===== config.mk =====
export PLATFORM = sky130hd
export DESIGN_NAME = wsm_out
export DESIGN_NICKNAME = d
export VERILOG_FILES = /design/src/rtl/core/wsm_pkg.sv /design/src/rtl/core/wsm_out.sv
export SDC_FILE = /design/constraint.sdc
export NUM_CORES = 2
export LEC_CHECK = 0
export BUFFER_PORTS_ARGS = -buffer_cell sky130_fd_sc_hd__buf_2
export CELL_PAD_IN_SITES_DETAIL_PLACEMENT = 1
export CELL_PAD_IN_SITES_GLOBAL_PLACEMENT = 1
export CORE_MARGIN = 8
export CORE_UTILIZATION = 55
export DETAILED_ROUTE_END_ITERATION = 12
export GPL_ROUTABILITY_DRIVEN = 0
export PLACE_DENSITY_LB_ADDON = 0.1
export SLEW_MARGIN = 20
export SYNTH_ARGS = -nofsm -noshare
export SYNTH_HDL_FRONTEND = slang
export SYNTH_SLANG_ARGS = --single-unit

===== constraint.sdc =====
create_clock -name i_clk -period 15.1 [get_ports i_clk]
set_clock_uncertainty 0.15 [all_clocks]
set_input_delay 2.265 -clock i_clk [delete_from_list [all_inputs] [get_ports i_clk]]
set_output_delay 2.265 -clock i_clk [all_outputs]
set_load 0.05 [all_outputs]

===== src/rtl/core/wsm_pkg.sv =====
`default_nettype none

package wsm_pkg;

    // command and wheel formats
    localparam int CMD_W     = 16;
    localparam int FRAC_W    = CMD_W - 1;
    localparam int GAIN_W    = 16;
    localparam int GAIN_FRAC = 12;
    localparam int OUT_W     = 20;
    localparam int MAG_W     = CMD_W + 1;
    localparam int WHEEL_W   = CMD_W + 2;
    localparam int SQ_W      = 2 * CMD_W;
    localparam int Q_W       = CMD_W;
    localparam int NUM_W     = MAG_W + FRAC_W + 1;
    localparam int PROD_W    = Q_W + GAIN_W;
    localparam int RND_W     = PROD_W + 2 - GAIN_FRAC;
    localparam int NUM_LANES = 4;

    // unity in wheel format
    localparam logic [MAG_W-1:0] ONE_MAG = MAG_W'(1) << FRAC_W;

    // configuration register indexes
    localparam int CFG_IDX_W = 8;
    localparam logic [CFG_IDX_W-1:0] REG_DRIVE_ENABLED = CFG_IDX_W'(0);
    localparam logic [CFG_IDX_W-1:0] REG_TRACTION_MODE = CFG_IDX_W'(1);

    // pipeline stage positions
    localparam int ST_IN    = 0;
    localparam int ST_SQ    = 1;
    localparam int ST_WHEEL = 2;
    localparam int ST_PEAK  = 3;
    localparam int ST_DIV0  = 4;
    localparam int ST_PROD  = ST_DIV0 + Q_W;
    localparam int ST_OUT   = ST_PROD + 1;
    localparam int NSTAGE   = ST_OUT + 1;

    typedef logic signed [WHEEL_W-1:0] t_wheel;
    typedef logic signed [CMD_W-1:0]   t_cmd;
    typedef logic signed [OUT_W-1:0]   t_set;

    // stage load enables plus the mixing mode
    typedef struct packed {
        logic [NSTAGE-1:0] en;
        logic              traction;
    } t_pipe_ctl;

    function automatic t_wheel wsm_max(input t_wheel a, input t_wheel b);
        return (a > b) ? a : b;
    endfunction

endpackage

`default_nettype wire


===== src/rtl/core/wsm_out.sv =====
`default_nettype none

module wsm_out (
    input  wire logic                  i_clk,
    input  wire wsm_pkg::t_pipe_ctl    i_ctl,
    input  wire logic [wsm_pkg::Q_W-1:0] i_q [wsm_pkg::NUM_LANES],
    input  wire logic [wsm_pkg::NUM_LANES-1:0] i_neg,
    input  wire logic [wsm_pkg::GAIN_W-1:0] i_gain,
    output wsm_pkg::t_set              o_set [wsm_pkg::NUM_LANES]
);

    // gain product
    logic [wsm_pkg::PROD_W-1:0] r_pr_prod [wsm_pkg::NUM_LANES];
    logic [wsm_pkg::NUM_LANES-1:0] r_pr_neg;

    always_ff @(posedge i_clk) begin
        if (i_ctl.en[wsm_pkg::ST_PROD]) begin
            for (int k = 0; k < wsm_pkg::NUM_LANES; k++) begin
                r_pr_prod[k] <= i_q[k] * i_gain;
            end
            r_pr_neg <= i_neg;
        end
    end

    // round, apply sign, negate left wheels, saturate
    localparam logic signed [wsm_pkg::RND_W-1:0] SAT_HI =
        wsm_pkg::RND_W'((1 << (wsm_pkg::OUT_W - 1)) - 1);
    localparam logic signed [wsm_pkg::RND_W-1:0] SAT_LO = -SAT_HI - 1;

    wsm_pkg::t_set n_set [wsm_pkg::NUM_LANES];
    logic [wsm_pkg::PROD_W:0]           rsum;
    logic signed [wsm_pkg::RND_W-1:0]   val;
    logic                               flip;

    always_comb begin
        for (int k = 0; k < wsm_pkg::NUM_LANES; k++) begin
            rsum = {1'b0, r_pr_prod[k]}
                 + ((wsm_pkg::PROD_W + 1)'(1) << (wsm_pkg::GAIN_FRAC - 1));
            val  = wsm_pkg::RND_W'(rsum >> wsm_pkg::GAIN_FRAC);
            flip = (k < 2) ? !r_pr_neg[k] : r_pr_neg[k];
            if (flip) val = -val;
            if (val > SAT_HI) val = SAT_HI;
            if (val < SAT_LO) val = SAT_LO;
            n_set[k] = val[wsm_pkg::OUT_W-1:0];
        end
    end

    always_ff @(posedge i_clk) begin
        if (i_ctl.en[wsm_pkg::ST_OUT]) begin
            o_set <= n_set;
        end
    end

endmodule

`default_nettype wire


# Word level (Yosys, flattened, before mapping)
# Memory sizes are Yosys's and may differ from the RTL's.
# Cells that the tools add are included.
# op_classes
mux	10
add_sub_neg	8
mul	4
n_lt_le_gt_ge	8
# ops
cell	count
22-bit 2-to-1 mux	8
32-bit by 12-bit adder with 33-bit output (second input constant)	4
16-bit by 16-bit multiplier with 32-bit output	4
22-bit by 20-bit > comparator with 1-bit output (second input constant)	4
22-bit by 20-bit < comparator with 1-bit output (second input constant)	4
21-bit negator with 22-bit output	4
1-bit 2-to-1 mux	2
# totals
n_memories	1
wordCells	36
ram_bits	128
reg_bits	84
inputBits	108
# memory_table
memory	depth	width	rd	rd_clocked_by_memory_dff	wr	line_no	source
r_pr_prod	4	32	4	0	4	wsm_out.sv:13	logic [wsm_pkg::PROD_W-1:0] r_pr_prod [wsm_pkg::NUM_LANES];

# Depth between registers and ports, before layout
# logic_depth
ltp_word	6
ltp_mapped	25

# Worst setup path after synthesis
# Ideal clock, no wire load.
# synth_timing
kind	in2reg
from	input port i_gain[2] (netlist bit)
to	memory r_pr_prod[0][31] (netlist bit), data pin
setup_ps	260
stages	22
path_buffers	2
slack_ps	6281
required_time_ps	14690
t_arrival_ps	8409
path_cell_list	clkbuf_1 -> clkbuf_1 -> nand2_1 -> fa_1 -> fa_1 -> inv_1 -> fa_1 -> inv_1 -> fa_1 -> fa_1 -> fa_1 -> inv_1 -> ha_1 -> a211o_1 -> or2_2 -> a2111oi_0 -> o31ai_1 -> a21oi_1 -> o21ai_0 -> o41ai_1 -> o21ba_2 -> xnor2_1
# synth_lines
element	line_no	source
start: declaration	wsm_out.sv:8	input wire logic [wsm_pkg::GAIN_W-1:0] i_gain,
end: declaration	wsm_out.sv:13	

==> run summary <==
Yosys top cell area share: 36.5%
Final Max Slew Viols: 0
Area Growth Syn to Fin: 4.48%
Pleak: 21.4 nW
Number of global-route vias before repair: 36338
Non-Filler Instances: 5623
Most frequent cell after synthesis: inv_1
Net count after synthesis: 5892
Setup TNS: 0 ps
Fill cell count: 8834
Htree depth: 4
IO Pins: 188
Initial antenna violation count: 1
CORE AREA: 76100 sq um
Cell Pwr Density: 236 nW/um^2
Die Area: 86000 sq um
Switching power total: 5.36 mW
Async SR Flop Fraction: 0%
GRT Total Usage: 27.2%
Clock Tree Root: clkbuf_16
Postcts setup bufs: 0
Status: complete, no violations
Vias: 31414
Total congestion overflow: 0
Fin crit share: 65.2%
Crit-path most repeated cell: fa_1
CP max FO: 47
Post-DRT Antenna Nets: 0
Deepest clock path buffer count: 2
Peak supply drop: 184 uV
Number of max-cap violations: 0
Slowest CP cell: buf_4
Initial Util: 55.6%
Vias per inst: 5.59
Setup violators final: 0
CTS tree: done
Placed cell count: 5591
Mapped Cells: 4600
First-pass GRT wire length: 189000 microns
Synthesized area: 42300 sq um
Main flop type after synthesis: edfxtp_1
Largest net degree at the start of global routing: 65
Post-layout min period: 9850 ps
Sequential power share: 13.6%
Avg Cell Area, Syn: 9.20 sq um
Element type at the critical path start: input port
FF+latch count, synth: 168
Final hold viol count: 0
Sink Count: 168
Avg WL per Cell: 20.0 microns
Critical path class: input port to register
Post-CTS Hold Fix Bufs: 0
Synth area leaders: fa_1 (37%), ha_1 (12%), edfxtp_1 (12%)
TritonCTS Buffers: 17
Input/output buffers: 166
Die span in x: 293 microns
Final WL: 113000 microns
Distinct cells, synth: 103
Height of the die: 293 microns
Yosys warns: 0
Clock Pin Slew Worst Setup and Hold Paths: 70 ps
FP Rows: 101
Peak Freq: 102 MHz
Worst-path cell chain: buf_2 -> buf_4 -> nand2_1 -> fa_1 -> fa_1 -> inv_1 -> fa_1 -> inv_1 -> fa_1 -> fa_1 -> fa_1 -> inv_1 -> ha_1 -> a211o_1 -> or2_2 -> a2111oi_0 -> o31ai_1 -> a21oi_1 -> o21ai_0 -> o41ai_1 -> o21ba_2 -> xnor2_1
Logic gate share of total power: 82.2%
Nets: 5872
Post-synth EDFFs: 168
Slew margin rel.: 27.4%
Crit path required time: 15190 ps
HP Class: register to register
Cts repair resizes: 0
Synth top cells by count: inv_1 (896), fa_1 (772), nand2_1 (637), and2_1 (483), ha_1 (412)
First drt pass iteration count: 6
Internal power: 5.08 mW
Clock power share: 4.2%
CP arrival: 9940 ps
Bufs and invs on worst path: 5
Share of post-route cells with drive strength above 1: 6.42%
Sw Share: 51.3%
DRC: 0
Crit path capture type: register
Unrepaired setup endpoints after global routing: no
1st-iter DRT viols: 1258
Leading area contributor after synthesis: fa_1
Clk_lat worst skew: 500 ps
Tightest Pin Transition: 1090 ps
Sequential area share after synthesis: 11.9%
Peak per-stage delay on the critical path: 680 ps
Post-DP HPWL: 85900 microns
Top delay family on crit path: adder cells
final cells by class:
class / instances / area, sq um / share of cell area, %
Antenna cell: 1 / 2.50 / 0.00566
Clock buffer: 18 / 429 / 0.971
Clock inverter: 13 / 124 / 0.280
Inverter: 896 / 3360 / 7.61
Tap cell: 1030 / 1290 / 2.92
Timing Repair Buffer: 186 / 986 / 2.23
Multi-Input combinational cell: 3311 / 33000 / 74.6
Sequential cell: 168 / 5040 / 11.4
power groups by stage:
| stage | registers (mW) | logic, mW | clock network (mW) |
|---|---|---|---|
| after floorplan | 1.53 | 6.34 | 0 |
| after global placement | 1.41 | 8.26 | 0 |
| after detailed placement | 1.42 | 8.58 | 0 |
| after CTS | 1.42 | 8.73 | 0.453 |
| after global routing | 1.45 | 9.78 | 0.465 |
| final | 1.42 | 8.58 | 0.443 |
state kept, by name, summed over array words and instances (netlist names):
name,count
r_pr_neg,4
r_pr_prod,84
o_set,80
worst paths after layout:
kind / from / endpoint / slack (ps) / cells past startpoint
hold reg to reg: r_pr_prod[3][17] / o_set[5] / 670 / 2
setup / recovery: i_gain[1] / r_pr_prod[0][31] / 5250 / 22
hold / removal: r_pr_prod[3][17] / o_set[5] / 670 / 2
setup reg to reg: r_pr_prod[3][12] / o_set[4] / 10500 / 10
kinds of logic (layout without fill, tap and decap cells):
| family | count (synthesis) | count (layout) | synth area share (%) |
|---|---|---|---|
| and+or+nand+nor | 1490 | 1490 | 18.0 |
| DFF | 168 | 168 | 11.9 |
| other | 0 | 1 | 0 |
| AOI/OAI and AO/OA | 390 | 390 | 6.07 |
| muxes | 16 | 16 | 0.393 |
| adders and majority gates | 1184 | 1184 | 48.7 |
| xor gates and xnor gates | 231 | 231 | 4.78 |
| buffers and inverters | 1121 | 1113 | 10.2 |
metal layers:
layer / vias up / track usage, % / part of all wire, %
li1: 14126 / - / -
met1: 16434 / 34.2 / 42
met2: 653 / 48.7 / 52
met3: 201 / 3.72 / 4.0
met4: 0 / 7.85 / 2.4
met5: - / 0 / 0
metrics by stage:
stage               area, sq um  utilization, %  setup WS [ps]  hold WS, ps  total power, mW
global route              44200            58.1           4910          721             11.7
floorplan                 42300               -           6280          539             7.87
finish                    44200            58.1           5250          672             10.4
global placement          43600            57.4           4920          637             9.68
CTS                       44200            58.1           5300          680             10.6
detailed placement        43600            57.4           4800          642             10.0
cell usage in the layout (no fill, tap or decap), types with 8 or more instances in the layout:
master,count
inv_1,896
fa_1,772
nand2_1,637
and2_1,483
ha_1,412
edfxtp_1,168
buf_2,164
xnor2_1,163
a21oi_1,144
nor2_1,104
xor2_1,68
nand3_1,66
o21ai_0,56
nor3_1,45
a21o_1,29
nand4_1,26
and3_1,24
a21oi_2,22
buf_4,22
a31oi_1,17
clkbuf_16,17
nand2b_1,16
o21a_1,15
nor2b_1,11
a211oi_1,11
or3_1,11
mux2i_1,11
o31ai_1,10
o21bai_1,9
or2_2,8
and4_1,8
tightest hold or removal path, stage by stage, from the launching register on:
cell and delay, ps:
edfxtp_1 470, xnor2_1 110, a21oi_1 130
Note: power is estimated with default switching activity, not from simulation.
