$ cat src/rtl/core/wsm_pkg.sv
`default_nettype none

package wsm_pkg;

    // command and wheel formats
    localparam int CMD_W     = 16;
    localparam int FRAC_W    = CMD_W - 1;
    localparam int GAIN_W    = 16;
    localparam int GAIN_FRAC = 12;
    localparam int OUT_W     = 20;
    localparam int MAG_W     = CMD_W + 1;
    localparam int WHEEL_W   = CMD_W + 2;
    localparam int SQ_W      = 2 * CMD_W;
    localparam int Q_W       = CMD_W;
    localparam int NUM_W     = MAG_W + FRAC_W + 1;
    localparam int PROD_W    = Q_W + GAIN_W;
    localparam int RND_W     = PROD_W + 2 - GAIN_FRAC;
    localparam int NUM_LANES = 4;

    // unity in wheel format
    localparam logic [MAG_W-1:0] ONE_MAG = MAG_W'(1) << FRAC_W;

    // configuration register indexes
    localparam int CFG_IDX_W = 8;
    localparam logic [CFG_IDX_W-1:0] REG_DRIVE_ENABLED = CFG_IDX_W'(0);
    localparam logic [CFG_IDX_W-1:0] REG_TRACTION_MODE = CFG_IDX_W'(1);

    // pipeline stage positions
    localparam int ST_IN    = 0;
    localparam int ST_SQ    = 1;
    localparam int ST_WHEEL = 2;
    localparam int ST_PEAK  = 3;
    localparam int ST_DIV0  = 4;
    localparam int ST_PROD  = ST_DIV0 + Q_W;
    localparam int ST_OUT   = ST_PROD + 1;
    localparam int NSTAGE   = ST_OUT + 1;

    typedef logic signed [WHEEL_W-1:0] t_wheel;
    typedef logic signed [CMD_W-1:0]   t_cmd;
    typedef logic signed [OUT_W-1:0]   t_set;

    // stage load enables plus the mixing mode
    typedef struct packed {
        logic [NSTAGE-1:0] en;
        logic              traction;
    } t_pipe_ctl;

    function automatic t_wheel wsm_max(input t_wheel a, input t_wheel b);
        return (a > b) ? a : b;
    endfunction

endpackage

`default_nettype wire

$ cat src/rtl/core/wsm_mix.sv
`default_nettype none

module wsm_mix (
    input  wire logic                  i_clk,
    input  wire wsm_pkg::t_pipe_ctl    i_ctl,
    input  wire wsm_pkg::t_cmd         i_x,
    input  wire wsm_pkg::t_cmd         i_y,
    input  wire wsm_pkg::t_cmd         i_r,
    input  wire logic [wsm_pkg::GAIN_W-1:0] i_gain,
    output wsm_pkg::t_wheel            o_w [wsm_pkg::NUM_LANES],
    output logic [wsm_pkg::GAIN_W-1:0] o_gain
);

    // input stage
    wsm_pkg::t_cmd r_in_x, r_in_y, r_in_r;
    logic [wsm_pkg::GAIN_W-1:0] r_in_gain;
    logic r_in_mode;

    always_ff @(posedge i_clk) begin
        if (i_ctl.en[wsm_pkg::ST_IN]) begin
            r_in_x    <= i_x;
            r_in_y    <= i_y;
            r_in_r    <= i_r;
            r_in_gain <= i_gain;
            r_in_mode <= i_ctl.traction;
        end
    end

    // magnitude squares
    logic [wsm_pkg::CMD_W-1:0] xmag, rmag;
    logic [wsm_pkg::SQ_W-1:0]  n_sq_x2, n_sq_r2;

    always_comb begin
        xmag    = r_in_x[wsm_pkg::CMD_W-1] ? (~r_in_x + 1'b1) : r_in_x;
        rmag    = r_in_r[wsm_pkg::CMD_W-1] ? (~r_in_r + 1'b1) : r_in_r;
        n_sq_x2 = xmag * xmag;
        n_sq_r2 = rmag * rmag;
    end

    logic [wsm_pkg::SQ_W-1:0] r_sq_x2, r_sq_r2;
    wsm_pkg::t_cmd r_sq_x, r_sq_y, r_sq_r;
    logic [wsm_pkg::GAIN_W-1:0] r_sq_gain;
    logic r_sq_mode;

    always_ff @(posedge i_clk) begin
        if (i_ctl.en[wsm_pkg::ST_SQ]) begin
            r_sq_x2   <= n_sq_x2;
            r_sq_r2   <= n_sq_r2;
            r_sq_x    <= r_in_x;
            r_sq_y    <= r_in_y;
            r_sq_r    <= r_in_r;
            r_sq_gain <= r_in_gain;
            r_sq_mode <= r_in_mode;
        end
    end

    // wheel mixing
    wsm_pkg::t_wheel n_w [wsm_pkg::NUM_LANES];
    logic [wsm_pkg::SQ_W-1:0] xs_rnd, rs_rnd;
    wsm_pkg::t_wheel mv, rv, left, right, xe, ye, re;

    always_comb begin
        xs_rnd = r_sq_x2 + (wsm_pkg::SQ_W'(1) << (wsm_pkg::FRAC_W - 1));
        rs_rnd = r_sq_r2 + (wsm_pkg::SQ_W'(1) << (wsm_pkg::FRAC_W - 1));
        mv = wsm_pkg::t_wheel'(xs_rnd >> wsm_pkg::FRAC_W);
        rv = wsm_pkg::t_wheel'(rs_rnd >> wsm_pkg::FRAC_W);
        if (r_sq_x[wsm_pkg::CMD_W-1]) mv = -mv;
        if (r_sq_r[wsm_pkg::CMD_W-1]) rv = -rv;
        if (mv > 0) begin
            if (rv > 0) begin
                left  = mv - rv;
                right = wsm_pkg::wsm_max(mv, rv);
            end else begin
                left  = wsm_pkg::wsm_max(mv, -rv);
                right = mv + rv;
            end
        end else begin
            if (rv > 0) begin
                left  = -wsm_pkg::wsm_max(-mv, rv);
                right = mv + rv;
            end else begin
                left  = mv - rv;
                right = -wsm_pkg::wsm_max(-mv, -rv);
            end
        end
        xe = wsm_pkg::t_wheel'(r_sq_x);
        ye = wsm_pkg::t_wheel'(r_sq_y);
        re = wsm_pkg::t_wheel'(r_sq_r);
        if (r_sq_mode) begin
            n_w[0] = -xe + ye + re;
            n_w[1] =  xe + ye - re;
            n_w[2] =  xe + ye + re;
            n_w[3] = -xe + ye - re;
        end else begin
            n_w[0] = left;
            n_w[1] = left;
            n_w[2] = right;
            n_w[3] = right;
        end
    end

    always_ff @(posedge i_clk) begin
        if (i_ctl.en[wsm_pkg::ST_WHEEL]) begin
            o_w    <= n_w;
            o_gain <= r_sq_gain;
        end
    end

endmodule

`default_nettype wire

$ cat config.mk
export PLATFORM = sky130hd
export DESIGN_NAME = wsm_mix
export DESIGN_NICKNAME = d
export VERILOG_FILES = /design/src/rtl/core/wsm_pkg.sv /design/src/rtl/core/wsm_mix.sv
export SDC_FILE = /design/constraint.sdc
export NUM_CORES = 2
export LEC_CHECK = 0
export ABC_AREA = 1
export BUFFER_PORTS_ARGS = -buffer_cell sky130_fd_sc_hd__buf_2
export CAP_MARGIN = 20
export CORE_MARGIN = 2
export CORE_UTILIZATION = 49
export DETAILED_ROUTE_END_ITERATION = 12
export GPL_ROUTABILITY_DRIVEN = 0
export PLACE_DENSITY = 0.66
export SLEW_MARGIN = 30
export SYNTH_ARGS = -nofsm -noshare
export SYNTH_HDL_FRONTEND = slang
export SYNTH_SLANG_ARGS = --single-unit
$ cat constraint.sdc
create_clock -name i_clk -period 23.9 [get_ports i_clk]
set_input_delay 1.195 -clock i_clk [delete_from_list [all_inputs] [get_ports i_clk]]
set_output_delay 1.195 -clock i_clk [all_outputs]
set_load 0.005 [all_outputs]
# ---- Word-level counts from Yosys, hierarchy flattened
# Cells that the tools add are included.
dict set report classes {
  add_sub_neg 19
  mul 2
  n_lt_le_gt_ge 6
  muxes 15
  bitwise_logic 2
}
# op n
set ops {}
lappend ops {{18-bit 2-to-1 mux} 12}
lappend ops {{18-bit greater-than comparator} 4}
lappend ops {{72-bit 2-to-1 mux} 1}
lappend ops {{18-bit negator} 4}
lappend ops {{32-bit by 15-bit adder with 32-bit output (second input constant)} 2}
lappend ops {{16-bit by 16-bit multiplier with 32-bit output} 2}
lappend ops {{18-bit by 16-bit adder with 18-bit output} 2}
lappend ops {{18-bit by 1-bit greater-than comparator with 1-bit output (second input constant)} 2}
lappend ops {{17-bit negator with 18-bit output} 2}
lappend ops {{16-bit by 1-bit adder with 16-bit output (second input constant)} 2}
lappend ops {{16-bit 2-to-1 mux} 2}
lappend ops {{16-bit inverter} 2}
lappend ops {{17-bit by 16-bit adder with 18-bit output} 1}
lappend ops {{18-bit adder} 1}
lappend ops {{16-bit negator with 18-bit output} 1}
lappend ops {{17-bit by 16-bit subtractor with 18-bit output} 1}
lappend ops {{18-bit by 16-bit subtractor with 18-bit output} 1}
lappend ops {{18-bit subtractor} 1}
lappend ops {{16-bit by 16-bit adder with 17-bit output} 1}
dict set report word_totals {
  regBits 282
  output_inout_bits 88
}

# ---- Logic depth before layout (Yosys ltp)
dict set report depth {
  ltp_word 10
  mapped_depth 46
  mapped_depth_nobuf 45
}

# ---- Least setup slack after synthesis
# No wires, ideal clock.
dict set report synth_timing {
  path_type {register -> register}
  from {reg r_in_x[0]}
  to {reg r_sq_x2[29] (netlist name) (data pin)}
  setup_ns 0.260
  t_arrival_ns 7.739
  required_ns 23.640
  setup_slack_ns 15.901
  path_stages_with_launch 41
  path_buffers 2
  synth_period_minus_slack_ns 7.999
  path_cell_list {edfxtp_1 -> inv_1 -> clkbuf_1 -> ha_1 -> inv_1 -> nor2_1 -> nand2_1 -> nor3_1 -> inv_1 -> nor3_1 -> a21oi_1 -> inv_1 -> nand2_1 -> nand2_1 -> clkbuf_1 -> nand2_1 -> fa_1 -> inv_1 -> [... 5 more ...] -> inv_1 -> fa_1 -> inv_1 -> fa_1 -> ha_1 -> a21oi_1 -> o21ai_0 -> a21oi_1 -> o21ai_0 -> a21oi_1 -> nor2_1 -> or3_1 -> nand3_1 -> nand2_1 -> a21boi_0 -> nor3_1 -> nor2_1 -> xor2_1}
}
dict set report synth_between {
  elab_chain_cells 4
}
# element line
set synth_rtl {}
lappend synth_rtl {{start, declared} wsm_mix.sv:15} ;# wsm_pkg::t_cmd r_in_x, r_in_y, r_in_r;
lappend synth_rtl {{start signal, assigned} wsm_mix.sv:21} ;# r_in_x <= i_x;
lappend synth_rtl {{16-bit inverter} wsm_mix.sv:34} ;# xmag = r_in_x[wsm_pkg::CMD_W-1] ? (~r_in_x + 1'b1) : r_in_x;
lappend synth_rtl {{16-bit by 1-bit adder with 16-bit output} wsm_mix.sv:34}
lappend synth_rtl {{16-bit 2-to-1 mux *} wsm_mix.sv:34}
lappend synth_rtl {{16-bit by 16-bit multiplier with 32-bit output *} wsm_mix.sv:36} ;# n_sq_x2 = xmag * xmag;
lappend synth_rtl {{named net n_sq_x2 (one bit)} wsm_mix.sv:31} ;# logic [wsm_pkg::SQ_W-1:0] n_sq_x2, n_sq_r2;
lappend synth_rtl {{end signal, assigned} wsm_mix.sv:47} ;# r_sq_x2 <= n_sq_x2;
lappend synth_rtl {{end, declared} wsm_mix.sv:40} ;# logic [wsm_pkg::SQ_W-1:0] r_sq_x2, r_sq_r2;
# The timed path passes the listed nets; every way through them passes the cells marked *.
# A chain may end at the register's enable or synchronous reset.

# ---- Worst setup path after layout
# Same ends and word-level chain as after synthesis.

==> flow_summary_export.csv <==
group,metric,value,unit
worst_setup_path,reg2reg_depth,38,
synth,synthCells,4313,
grt,grt_max_degree,79,
synth,netlist_area,34700,um2
flow_run,drv_cap,0,
synth,synth_area_leaders,"edfxtp_1 (22%), fa_1 (19%), ha_1 (13%)",
grt,grt.total_usage,24.8,%
worst_setup_path,critPathLaunchType,"register",
clock_tree,cts.path.max_buffers,3,
worst_setup_path,worstPathRequired,24.34,ns
final_layout,final_layout_size_suffix_gt1_share,9.08,%
clock_tree,cts_setup_buffers,0,
hold_path,worstHoldStart,"r_sq_gain[3]$_DFFE_PP_",
synth,synth_xor_area_share,4.76,%
grt,grt_use_met2,40.6,%
synth,muxShareOfSynthArea,0,%
final_layout,fin_nets,5256,
route,drt_iter0_markers,1986,
synth,yosysTopAreaCell,"edfxtp_1",
grt,grt_overflow,0,
grt,grt_pass1_wl,144,mm
synth,ys_seq_elements,254,
sta,finalCritPeriodShare,39.1,%
final_layout,utilization,53.5,%
synth,synth-edff-count,254,
sta,finalHoldViolations,0,
route,route.detailed.drc,0,
sta,rsz0062_at_grt,"false",
synth,yosysSeqAreaShare,22.0,%
floorplanning,die_h,270,um
worst_setup_path,r2r_start,"r_in_x[0]$_DFFE_PP_",
clock_tree,cts.sinks,254,
synth,synth_top_area_share,22.0,%
synth,ys.warnings.count,0,
sta,period_needed,9.36,ns
worst_setup_path,rrSetupSlack,14.54,ns
worst_setup_path,path_depth,38,
worst_setup_path,r2r-end,"r_sq_x2[29]$_DFFE_PP_",
sta,finalSetupViolCount,0,
clock_tree,hold_buffers,0,
route,drt-vias-per-instance,5.14,
synth,synth_top_family_by_area,"adder cells",
floorplanning,start_util,49.6,%
route,route.antenna.remaining_nets,0,
clock_tree,cts.htree.levels,1,
clock_tree,cts_buffers,29,
synth,synthSimpleGateAreaFrac,20.7,%
synth,synth.most_common_cell,"inv_1",
clock_tree,cts_resized,0,
clock_tree,clkTransAtPathRegs,0.07,ns
worst_setup_path,crit_path_max_fanout,15,
hold_path,hold_depth,0,
route,wl_per_cell,16.6,um
synth,avgSynthCellArea,8.05,um2
sta,worst-slew-pin-transition,0.981,ns
worst_setup_path,crit_path_start,"r_in_x[0]$_DFFE_PP_",
grt,grtUsageMet1,33.7,%
worst_setup_path,critPathKind,"register to register",
synth,synthTopCellsByCount,"inv_1 (893), nand2_1 (775), nor2_1 (404)",
sta,fin_skew,0.0335,ns
floorplanning,die_w,270,um
floorplanning,io_pins,176,
floorplanning,die_area,73000,um2
sta,finalSetupTns,0,ns
sta,max_freq,107,MHz
grt,met3_usage,2.84,%
worst_setup_path,cpLargestDelayFamily,"adder cells",
sta,hold_ws,0.413,ns
sta,slew_violations,0,
synth,synthAdderAreaFrac,32.9,%
hold_path,min_to,"o_gain[3]$_DFFE_PP_",
worst_setup_path,crit_path_frequent_cell,"inv_1",
run_status,outcome,"finished clean",
grt,busiest_layer,"met2",
floorplanning,num_rows,97,
worst_setup_path,crit_buf_inv,11,
place,dp_hpwl,74.5,mm
worst_setup_path,cp_slowest_stage_delay,0.53,ns
final_layout,diodes,0,
synth,synthArstFlopShare,0,%
grt,grt_pass1_vias,27100,
clock_tree,cts_root_buf,"clkbuf_16",
final_layout,syn2layout_area_growth,7.97,%
clock_tree,cts_tree,"built",
synth,synth-main-ff-cell,"edfxtp_1",
place,io_buffer_count,156,
sta,slew_headroom,34.4,%
grt,antenna_found_initial,0,
synth,synth-compound-area-share,8.47,%
route,routed_wirelength,90.2,mm
synth,synth_cell_types,57,
worst_setup_path,critPathArrivalTime,9.79,ns
hold_path,hold_class,"register to register",
floorplanning,design.core.area,70000,um2
clock_tree,worstSkewPairLatency,0.62,ns
route,first_pass_iters,6,
worst_setup_path,cp-end-kind,"register",
route,vias,27900,
worst_setup_path,cp_slowest_cell,"fa_1",
-- metal layers --
layer	part of all wire, %	vias up
li1	-	13900
met3	6.1	162
met2	46	847
met1	44	13000
met5	0	-
met4	4.2	0
-- how the worst max path moves through the flow --
stage	end	slack, ns
global placement	r_sq_x2[29]$_DFFE_PP_	14.68
finish	r_sq_x2[29]$_DFFE_PP_	14.54
detailed placement	r_sq_x2[29]$_DFFE_PP_	14.64
global route	r_sq_x2[29]$_DFFE_PP_	13.95
floorplan	r_sq_x2[29]$_DFFE_PP_	15.90
CTS	r_sq_x2[29]$_DFFE_PP_	14.61
-- logic make-up after synthesis --
kind of cell / Yosys count
other: 2
flip-flops: 254
AO/OA/AOI/OAI: 530
AND/OR/NAND/NOR: 1622
XOR/XNOR: 178
buffers and inverters: 1017
adder cells (fa/ha/maj): 710
-- layout by cell type, fill, tap and decap left out, drive strengths merged, types with 18 or more instances in the layout --
cell      n
nand2   849
inv     927
conb     24
xnor2    38
o21bai   31
ha      374
o211ai   18
or2      19
o31ai    18
xor2    140
clkinv   18
clkbuf   36
nand4    69
buf     175
nor3     29
o21ai   204
edfxtp  254
fa      336
nor2    441
nand3   188
a21oi   223
-- flip-flops by register name, summed over array words and instances (netlist names), 16 cells and up --
signal and cells:
r_sq_x2 19, r_sq_y 16, r_in_gain 16, o_gain 16
r_in_y 16, r_in_x 16, r_sq_gain 16, o_w 72
r_sq_r2 19, r_in_r 16
-- layout make-up --
class                           instances  area, um2
Timing Repair Buffer                  175        935
Sequential cell                       254       7630
Clock inverter                         18        215
Multi-Input combinational cell       3064      23300
Fill cell                            6662      32600
Inverter                              934       3510
Clock buffer                           36        752
Tap cell                              940       1180
-- metrics by stage --
step	std cells	worst slack, ns	area [um2]
after global placement	5367	14.68	36500
after detailed placement	5367	14.64	36500
final	5421	14.54	37500
after CTS	5421	14.61	37500
after floorplan	4335	15.90	34800
after global routing	5421	13.95	37500
Power is left out: the tool's default activity adds up to more than one toggle a clock period on the data nets, which glitch-free logic cannot reach.
