<file path="src/rtl/core/wsm_pkg.sv">
`default_nettype none

package wsm_pkg;

    // command and wheel formats
    localparam int CMD_W     = 16;
    localparam int FRAC_W    = CMD_W - 1;
    localparam int GAIN_W    = 16;
    localparam int GAIN_FRAC = 12;
    localparam int OUT_W     = 20;
    localparam int MAG_W     = CMD_W + 1;
    localparam int WHEEL_W   = CMD_W + 2;
    localparam int SQ_W      = 2 * CMD_W;
    localparam int Q_W       = CMD_W;
    localparam int NUM_W     = MAG_W + FRAC_W + 1;
    localparam int PROD_W    = Q_W + GAIN_W;
    localparam int RND_W     = PROD_W + 2 - GAIN_FRAC;
    localparam int NUM_LANES = 4;

    // unity in wheel format
    localparam logic [MAG_W-1:0] ONE_MAG = MAG_W'(1) << FRAC_W;

    // configuration register indexes
    localparam int CFG_IDX_W = 8;
    localparam logic [CFG_IDX_W-1:0] REG_DRIVE_ENABLED = CFG_IDX_W'(0);
    localparam logic [CFG_IDX_W-1:0] REG_TRACTION_MODE = CFG_IDX_W'(1);

    // pipeline stage positions
    localparam int ST_IN    = 0;
    localparam int ST_SQ    = 1;
    localparam int ST_WHEEL = 2;
    localparam int ST_PEAK  = 3;
    localparam int ST_DIV0  = 4;
    localparam int ST_PROD  = ST_DIV0 + Q_W;
    localparam int ST_OUT   = ST_PROD + 1;
    localparam int NSTAGE   = ST_OUT + 1;

    typedef logic signed [WHEEL_W-1:0] t_wheel;
    typedef logic signed [CMD_W-1:0]   t_cmd;
    typedef logic signed [OUT_W-1:0]   t_set;

    // stage load enables plus the mixing mode
    typedef struct packed {
        logic [NSTAGE-1:0] en;
        logic              traction;
    } t_pipe_ctl;

    function automatic t_wheel wsm_max(input t_wheel a, input t_wheel b);
        return (a > b) ? a : b;
    endfunction

endpackage

`default_nettype wire

</file>
<file path="src/rtl/core/wsm_norm.sv">
`default_nettype none

module wsm_norm (
    input  wire logic                  i_clk,
    input  wire wsm_pkg::t_pipe_ctl    i_ctl,
    input  wire wsm_pkg::t_wheel       i_w [wsm_pkg::NUM_LANES],
    input  wire logic [wsm_pkg::GAIN_W-1:0] i_gain,
    output logic [wsm_pkg::Q_W-1:0]    o_q [wsm_pkg::NUM_LANES],
    output logic [wsm_pkg::NUM_LANES-1:0] o_neg,
    output logic [wsm_pkg::GAIN_W-1:0] o_gain
);

    // magnitudes and peak; divisor is the peak or unity
    logic [wsm_pkg::MAG_W-1:0] mag [wsm_pkg::NUM_LANES];
    logic [wsm_pkg::MAG_W-1:0] pk01, pk23, peak, n_dsr;
    wsm_pkg::t_wheel           tmp;

    always_comb begin
        for (int k = 0; k < wsm_pkg::NUM_LANES; k++) begin
            tmp    = (i_w[k] < 0) ? -i_w[k] : i_w[k];
            mag[k] = tmp[wsm_pkg::MAG_W-1:0];
        end
        pk01  = (mag[0] > mag[1]) ? mag[0] : mag[1];
        pk23  = (mag[2] > mag[3]) ? mag[2] : mag[3];
        peak  = (pk01 > pk23) ? pk01 : pk23;
        n_dsr = (peak > wsm_pkg::ONE_MAG) ? peak : wsm_pkg::ONE_MAG;
    end

    logic [wsm_pkg::MAG_W-1:0] r_pk_mag [wsm_pkg::NUM_LANES];
    logic [wsm_pkg::NUM_LANES-1:0] r_pk_neg;
    logic [wsm_pkg::MAG_W-1:0] r_pk_dsr;
    logic [wsm_pkg::GAIN_W-1:0] r_pk_gain;

    always_ff @(posedge i_clk) begin
        if (i_ctl.en[wsm_pkg::ST_PEAK]) begin
            r_pk_mag  <= mag;
            r_pk_dsr  <= n_dsr;
            r_pk_gain <= i_gain;
            for (int k = 0; k < wsm_pkg::NUM_LANES; k++) begin
                r_pk_neg[k] <= i_w[k][wsm_pkg::WHEEL_W-1];
            end
        end
    end

    // restoring divider, one quotient bit per stage; lo shifts out the
    // low numerator bits and shifts in the quotient
    logic [wsm_pkg::MAG_W-1:0] r_dv_rem [wsm_pkg::Q_W][wsm_pkg::NUM_LANES];
    logic [wsm_pkg::Q_W-1:0]   r_dv_lo  [wsm_pkg::Q_W][wsm_pkg::NUM_LANES];
    logic [wsm_pkg::MAG_W-1:0] r_dv_dsr [wsm_pkg::Q_W];
    logic [wsm_pkg::NUM_LANES-1:0] r_dv_neg [wsm_pkg::Q_W];
    logic [wsm_pkg::GAIN_W-1:0] r_dv_gain [wsm_pkg::Q_W];

    logic [wsm_pkg::MAG_W-1:0] n_dv_rem [wsm_pkg::Q_W][wsm_pkg::NUM_LANES];
    logic [wsm_pkg::Q_W-1:0]   n_dv_lo  [wsm_pkg::Q_W][wsm_pkg::NUM_LANES];
    logic [wsm_pkg::NUM_W-1:0] num;
    logic [wsm_pkg::MAG_W-1:0] rem_in, dsr_in;
    logic [wsm_pkg::Q_W-1:0]   lo_in;
    logic [wsm_pkg::MAG_W:0]   trial;
    logic                      ge;

    always_comb begin
        for (int s = 0; s < wsm_pkg::Q_W; s++) begin
            for (int k = 0; k < wsm_pkg::NUM_LANES; k++) begin
                if (s == 0) begin
                    num = ({1'b0, r_pk_mag[k], wsm_pkg::FRAC_W'(0)})
                        + wsm_pkg::NUM_W'(r_pk_dsr >> 1);
                    rem_in = num[wsm_pkg::NUM_W-1:wsm_pkg::Q_W];
                    lo_in  = num[wsm_pkg::Q_W-1:0];
                    dsr_in = r_pk_dsr;
                end else begin
                    rem_in = r_dv_rem[s-1][k];
                    lo_in  = r_dv_lo[s-1][k];
                    dsr_in = r_dv_dsr[s-1];
                end
                trial = {rem_in, lo_in[wsm_pkg::Q_W-1]};
                ge    = (trial >= {1'b0, dsr_in});
                if (ge) begin
                    trial = trial - {1'b0, dsr_in};
                end
                n_dv_rem[s][k] = trial[wsm_pkg::MAG_W-1:0];
                n_dv_lo[s][k]  = {lo_in[wsm_pkg::Q_W-2:0], ge};
            end
        end
    end

    always_ff @(posedge i_clk) begin
        for (int s = 0; s < wsm_pkg::Q_W; s++) begin
            if (i_ctl.en[wsm_pkg::ST_DIV0 + s]) begin
                r_dv_rem[s] <= n_dv_rem[s];
                r_dv_lo[s]  <= n_dv_lo[s];
                if (s == 0) begin
                    r_dv_dsr[s]  <= r_pk_dsr;
                    r_dv_neg[s]  <= r_pk_neg;
                    r_dv_gain[s] <= r_pk_gain;
                end else begin
                    r_dv_dsr[s]  <= r_dv_dsr[s-1];
                    r_dv_neg[s]  <= r_dv_neg[s-1];
                    r_dv_gain[s] <= r_dv_gain[s-1];
                end
            end
        end
    end

    assign o_q    = r_dv_lo[wsm_pkg::Q_W-1];
    assign o_neg  = r_dv_neg[wsm_pkg::Q_W-1];
    assign o_gain = r_dv_gain[wsm_pkg::Q_W-1];

endmodule

`default_nettype wire

</file>
<file path="config.mk">
export PLATFORM = sky130hd
export DESIGN_NAME = wsm_norm
export DESIGN_NICKNAME = d
export VERILOG_FILES = /design/src/rtl/core/wsm_pkg.sv /design/src/rtl/core/wsm_norm.sv
export SDC_FILE = /design/constraint.sdc
export NUM_CORES = 2
export LEC_CHECK = 0
export BUFFER_PORTS_ARGS = -buffer_cell sky130_fd_sc_hd__buf_4
export CAP_MARGIN = 15
export CELL_PAD_IN_SITES_DETAIL_PLACEMENT = 1
export CELL_PAD_IN_SITES_GLOBAL_PLACEMENT = 1
export CORE_AREA = 2 2 340 678
export DETAILED_ROUTE_END_ITERATION = 6
export DIE_AREA = 0 0 342 680
export MAX_ROUTING_LAYER = met4
export PLACE_DENSITY = 0.89
export RECOVER_POWER = 100
export SLEW_MARGIN = 10
export SYNTH_ARGS = -nofsm -noshare
export SYNTH_HDL_FRONTEND = slang
export SYNTH_SLANG_ARGS = --single-unit
</file>
<file path="constraint.sdc">
create_clock -name i_clk -period 16.84 [get_ports i_clk]
set_input_delay 4.21 -clock i_clk [delete_from_list [all_inputs] [get_ports i_clk]]
set_output_delay 4.21 -clock i_clk [all_outputs]
set_load 0.05 [all_outputs]
</file>
==> flow_metrics.tcl, run 1 <==
set metrics [dict create \
    pre_cts_slack_ns 4.22 \
    cts.sinks 2244 \
    post-cts-setup-buffers 0 \
    place_congestion 1.13 \
    ys_types 85 \
    cts_buffers 208 \
    synth_mux_area_share_pct 5.43 \
    die_w_um 342 \
    syn_inst 10888 \
    gr-total-overflow 2126 \
    root_buffer "clkbuf_16" \
    synth-async-reset-ratio_pct 0 \
    start_util_pct 56.6 \
    outcome "aborted with a tool error" \
    stop_stage "global routing (5_1_grt)" \
    grt_pass1_wl_um 1070000 \
    synth_edf_count 2244 \
    synth_ff_type "edfxtp_1" \
    ys_seq_area_share_pct 52.2 \
    row_count 248 \
    grtUsageTotal_pct 65.0 \
    synth_adder_area_share_pct 11.6 \
    synth_compound_area_share_pct 12.2 \
    dp_hpwl_um 438000 \
    cts_buffer_depth 4 \
    synth_warnings 0 \
    grt_max_degree 83 \
    grt_pass1_vias 126741 \
    h-tree-depth 4 \
    num_io_pins 196 \
    die_y_um 680 \
    synth_xor_area_share_pct 6.04 \
    synth_top_family_by_area "compound AO/OA/AOI/OAI gates" \
    io_buffers 189 \
    synth_simple_gate_area_share_pct 9.93 \
    cts_resized 0 \
    syn_area_um2 129000 \
    error "[ERROR GRT-0116] Global routing finished with congestion. Check the congestion regions in the DRC Viewer." \
    avgSynthCellArea_um2 11.8 \
    synth_fp_nets 12164 \
    cts_hold_buf 0 \
    ys_ff_latch 2244 \
]
-- stage by stage --
step / util [%] / instance area (um^2) / cells
floorplan: - / 129000 / 10888
global placement: 59.1 / 135000 / 14012
detailed placement: 59.1 / 135000 / 14014
CTS: 62.1 / 141000 / 14384
-- routing by layer --
metal  GRT overflow  track usage (%)
met5              -                -
met2           1531             93.7
met4            491             74.7
met1             54             54.4
met3             50             36.6
-- cells by family after synthesis --
kind of cell    count (synthesis)
xor+xnor                      888
compound gates               2480
fa+ha+maj                    1165
mux                           628
simple gates                 2638
buf+inv                       845
flops                        2244
-- synthesized netlist by cell type (73+ instances only) --
master | instances | area share (%)
nand2_1 | 652 | 1.9
or2_2 | 94 | 0.46
nor3_1 | 221 | 0.86
a21oi_1 | 759 | 2.9
clkbuf_1 | 156 | 0.45
nand3_1 | 206 | 0.80
xor2_1 | 332 | 2.3
nand4_1 | 196 | 0.95
o21ai_0 | 566 | 2.2
nand2b_1 | 131 | 0.64
o31ai_1 | 76 | 0.44
a211oi_1 | 84 | 0.49
nor2_1 | 690 | 2.0
inv_1 | 641 | 1.9
a21o_1 | 316 | 1.8
a21boi_0 | 73 | 0.42
edfxtp_1 | 2244 | 52
ha_1 | 1104 | 11
or3_1 | 74 | 0.36
mux2_2 | 548 | 4.8
nor2b_1 | 166 | 0.81
xnor2_1 | 555 | 3.8
a31oi_1 | 110 | 0.53
==> run 2, diff against run 1 <==
--- a/config.mk
+++ b/config.mk
@@ -7,13 +7,10 @@
 export LEC_CHECK = 0
 export BUFFER_PORTS_ARGS = -buffer_cell sky130_fd_sc_hd__buf_4
 export CAP_MARGIN = 15
-export CELL_PAD_IN_SITES_DETAIL_PLACEMENT = 1
-export CELL_PAD_IN_SITES_GLOBAL_PLACEMENT = 1
-export CORE_AREA = 2 2 340 678
+export CORE_AREA = 2 2 571 573
 export DETAILED_ROUTE_END_ITERATION = 6
-export DIE_AREA = 0 0 342 680
-export MAX_ROUTING_LAYER = met4
-export PLACE_DENSITY = 0.89
+export DIE_AREA = 0 0 573 575
+export PLACE_DENSITY_LB_ADDON = 0.15
 export RECOVER_POWER = 100
 export SLEW_MARGIN = 10
 export SYNTH_ARGS = -nofsm -noshare
==> flow_metrics.tcl, run 2 <==
set metrics [dict create \
    outcome "complete, but fails checks" \
    violations "max-capacitance violations, max-slew violations" \
    ys_types 85 \
    grt_antenna_before_repair 25 \
    drt-vias-per-instance 5.58 \
    synth-async-reset-ratio_pct 0 \
    rsz0062_at_grt "false" \
    synth_adder_area_share_pct 11.6 \
    p_sw_share_pct 40.5 \
    path_class "in -> reg" \
    relSlewSlack_pct -328 \
    timing.rr.start "r_dv_dsr[0][15]" \
    drc 0 \
    avgSynthCellArea_um2 11.8 \
    end_kind "flip-flop" \
    wirelength_um 396000 \
    drive_above_1_share_pct 7.49 \
    design_area_um2 144000 \
    p_clk_share_pct 18.5 \
    cp_max_fo 21 \
    pre_cts_slack_ns 4.47 \
    cap_violations 55 \
    ys_seq_area_share_pct 52.2 \
    dr.pass1.iters 6 \
    syn_area_um2 129000 \
    worstMarginPinSlew_ns 6.42 \
    avgRoutedWirePerCell_um 25.1 \
    period_minus_slack_ns 13.22 \
    fin_util_pct 44.4 \
    ys_ff_latch 2244 \
    num_io_pins 196 \
    largest_register_ffs 1020 \
    ir_drop_mv 0.0862 \
    min_from "r_dv_neg[13][0]" \
    grt_pass1_wl_um 573000 \
    dp_cells 15259 \
    cp_data_arrival_time_ns 13.84 \
    synth_compound_area_share_pct 12.2 \
    top_register "r_dv_rem" \
    coreArea_um2 323000 \
    synth_top_family_by_area "compound AO/OA/AOI/OAI gates" \
    setup_ws_ns 3.62 \
    start_kind "input port" \
    grt_pass1_vias 85814 \
    cts_resized 0 \
    worstPathRequired_ns 17.46 \
    grt_max_degree 82 \
    fin_setup_tns_ns 0 \
    fin_nets 12481 \
    synth_warnings 0 \
    cts.sinks 2244 \
    hold_viol 0 \
    hold_path_depth 0 \
    syn2layout_area_growth_pct 11.3 \
    largestRegisters "r_dv_rem: 1020 flops, r_dv_lo: 544 flops, r_dv_gain: 256 flops" \
    startpoint "i_w[22]" \
    place_area_um2 136000 \
    die_w_um 573 \
    h-tree-depth 5 \
    drt_iter0_markers 7666 \
    cts_hold_buf 0 \
    synth_simple_gate_area_share_pct 9.93 \
    cts_buffers 268 \
    r2r-end "r_dv_rem[0][99]" \
    ant_nets 0 \
    rrSetupSlack_ns 9.53 \
    synth_xor_area_share_pct 6.04 \
    synth_area_leaders "edfxtp_1 52%, ha_1 11%, mux2_2 4.8%" \
    p_sw_w 0.0127 \
    clkLatencyLatePin_ns 0.92 \
    final_cell_mix "2244 x edfxtp_1, 1104 x ha_1, 757 x a21oi_1, 690 x nor2_1, 652 x nand2_1" \
    start_util_pct 39.9 \
    pwr-share-seq_pct 33.0 \
    fill_cells 29758 \
    cts_tree "built" \
    yosys-top-cells-count "2244 x edfxtp_1, 1104 x ha_1, 759 x a21oi_1" \
    synth_mux_area_share_pct 5.43 \
    vias 87837 \
    root_buffer "clkbuf_16" \
    yosysMostFrequentCell "edfxtp_1" \
    finalCritPeriodShare_pct 78.5 \
    leakage_nw 55.9 \
    final_common_cell "edfxtp_1" \
    reg2reg_depth 12 \
    p_comb_share_pct 48.5 \
    synth_ff_type "edfxtp_1" \
    finalMaxSlewViolations 2508 \
    die_y_um 575 \
    syn_inst 10888 \
    dp_hpwl_um 311000 \
    die_area_um2 329000 \
    grtUsageTotal_pct 23.4 \
    row_count 209 \
    synth_edf_count 2244 \
    synth_fp_nets 12164 \
    power.density_nw_per_um2 218 \
    hold_path.class "reg -> reg" \
    max_freq_mhz 75.6 \
    yosysTopAreaCell "edfxtp_1" \
    cts_buffer_depth 4 \
    clkTransAtPathRegs_ns 0.06 \
    critical_path.endpoint "r_pk_dsr[5]" \
    post-cts-setup-buffers 0 \
    synth_top_area_share_pct 52.2 \
    p_int_w 0.0186 \
    final-setup-viol-count 0 \
    place_congestion 0.916 \
    fin_skew_ns 0.0614 \
    io_buffers 189 \
    gr-total-overflow 0 \
    layoutNonFillerInstCount 15744 \
]
## run 2: cell counts after synthesis
No cell type changed its count.
## run 2: final cells by class
cell class	instances	area [um^2]	share of cell area, %
clock inverter	162	1730	1.21
sequential	2244	67400	46.9
inverter	642	2410	1.68
multi-input combinational	7799	58300	40.6
antenna	8	20.0	0.0139
tap	4325	5410	3.77
timing repair buffer	250	1240	0.863
clock buffer	314	7010	4.88
## run 2: worst min-delay path by stage
stage | endpoint | slack (ns)
3_5_place_dp | r_dv_gain[0][101] | 0.40
4_1_cts | r_dv_gain[0][48] | 0.39
6_report | r_dv_neg[14][0] | 0.39
5_1_grt | r_dv_lo[0][406] | 0.39
2_1_floorplan | r_dv_gain[0][0] | 0.40
3_3_place_gp | r_dv_neg[12][0] | 0.40
## run 2: cells by family (layout without fill, tap and decap cells)
group | count (synthesis) | in the layout
fa+ha+maj | 1165 | 1165
buf+inv | 845 | 1368
xor+xnor | 888 | 888
mux | 628 | 628
compound gates | 2480 | 2480
other cells | 0 | 8
simple gates | 2638 | 2638
flops | 2244 | 2244
## run 2: power groups by stage
stage          combinational (W)  sequential (W)  clock, W
4_1_cts                   0.0154          0.0103   0.00597
3_5_place_dp              0.0152          0.0104         0
5_1_grt                   0.0167          0.0104   0.00619
3_3_place_gp              0.0151          0.0104         0
6_report                  0.0152          0.0103   0.00581
2_1_floorplan             0.0112         0.00948         0
## run 2: routing by layer
layer  track usage (%)  vias up  wire [um]  share of wire (%)
li1                  -    41533          -                  -
met1              32.1    43180     178000                 45
met2              38.5     2578     182000                 46
met3              3.47      546      23300                5.9
met4              6.32        0      13200                3.3
met5                 0        -          0                  0
## run 2: worst max-delay path: stages
cell	delay [ns]
clkbuf_1	0.11
or3_1	0.43
or3_1	0.38
or2_2	0.30
o41ai_1	0.30
xor2_1	0.34
inv_1	0.11
ha_1	0.29
nand3_1	0.08
nor3_1	0.33
o31ai_1	0.13
a221oi_1	0.30
nor2_1	0.12
a41oi_1	0.56
clkbuf_1	0.72
o21ai_0	0.47
ha_1	0.44
o21ai_0	0.07
o21ai_0	0.19
a21oi_1	0.09
o21ai_0	0.23
a221oi_1	0.20
nor2_1	0.81
clkbuf_1	0.63
nor2_1	0.12
a211oi_1	1.55
o21ba_1	0.30
## run 2: through the flow
stage | hold WS (ns) | total power, W
after floorplan | 0.400 | 0.0207
after global placement | 0.400 | 0.0255
after detailed placement | 0.405 | 0.0256
after CTS | 0.385 | 0.0317
after global routing | 0.389 | 0.0334
final | 0.394 | 0.0313
Note: power is estimated with default switching activity, not from simulation.
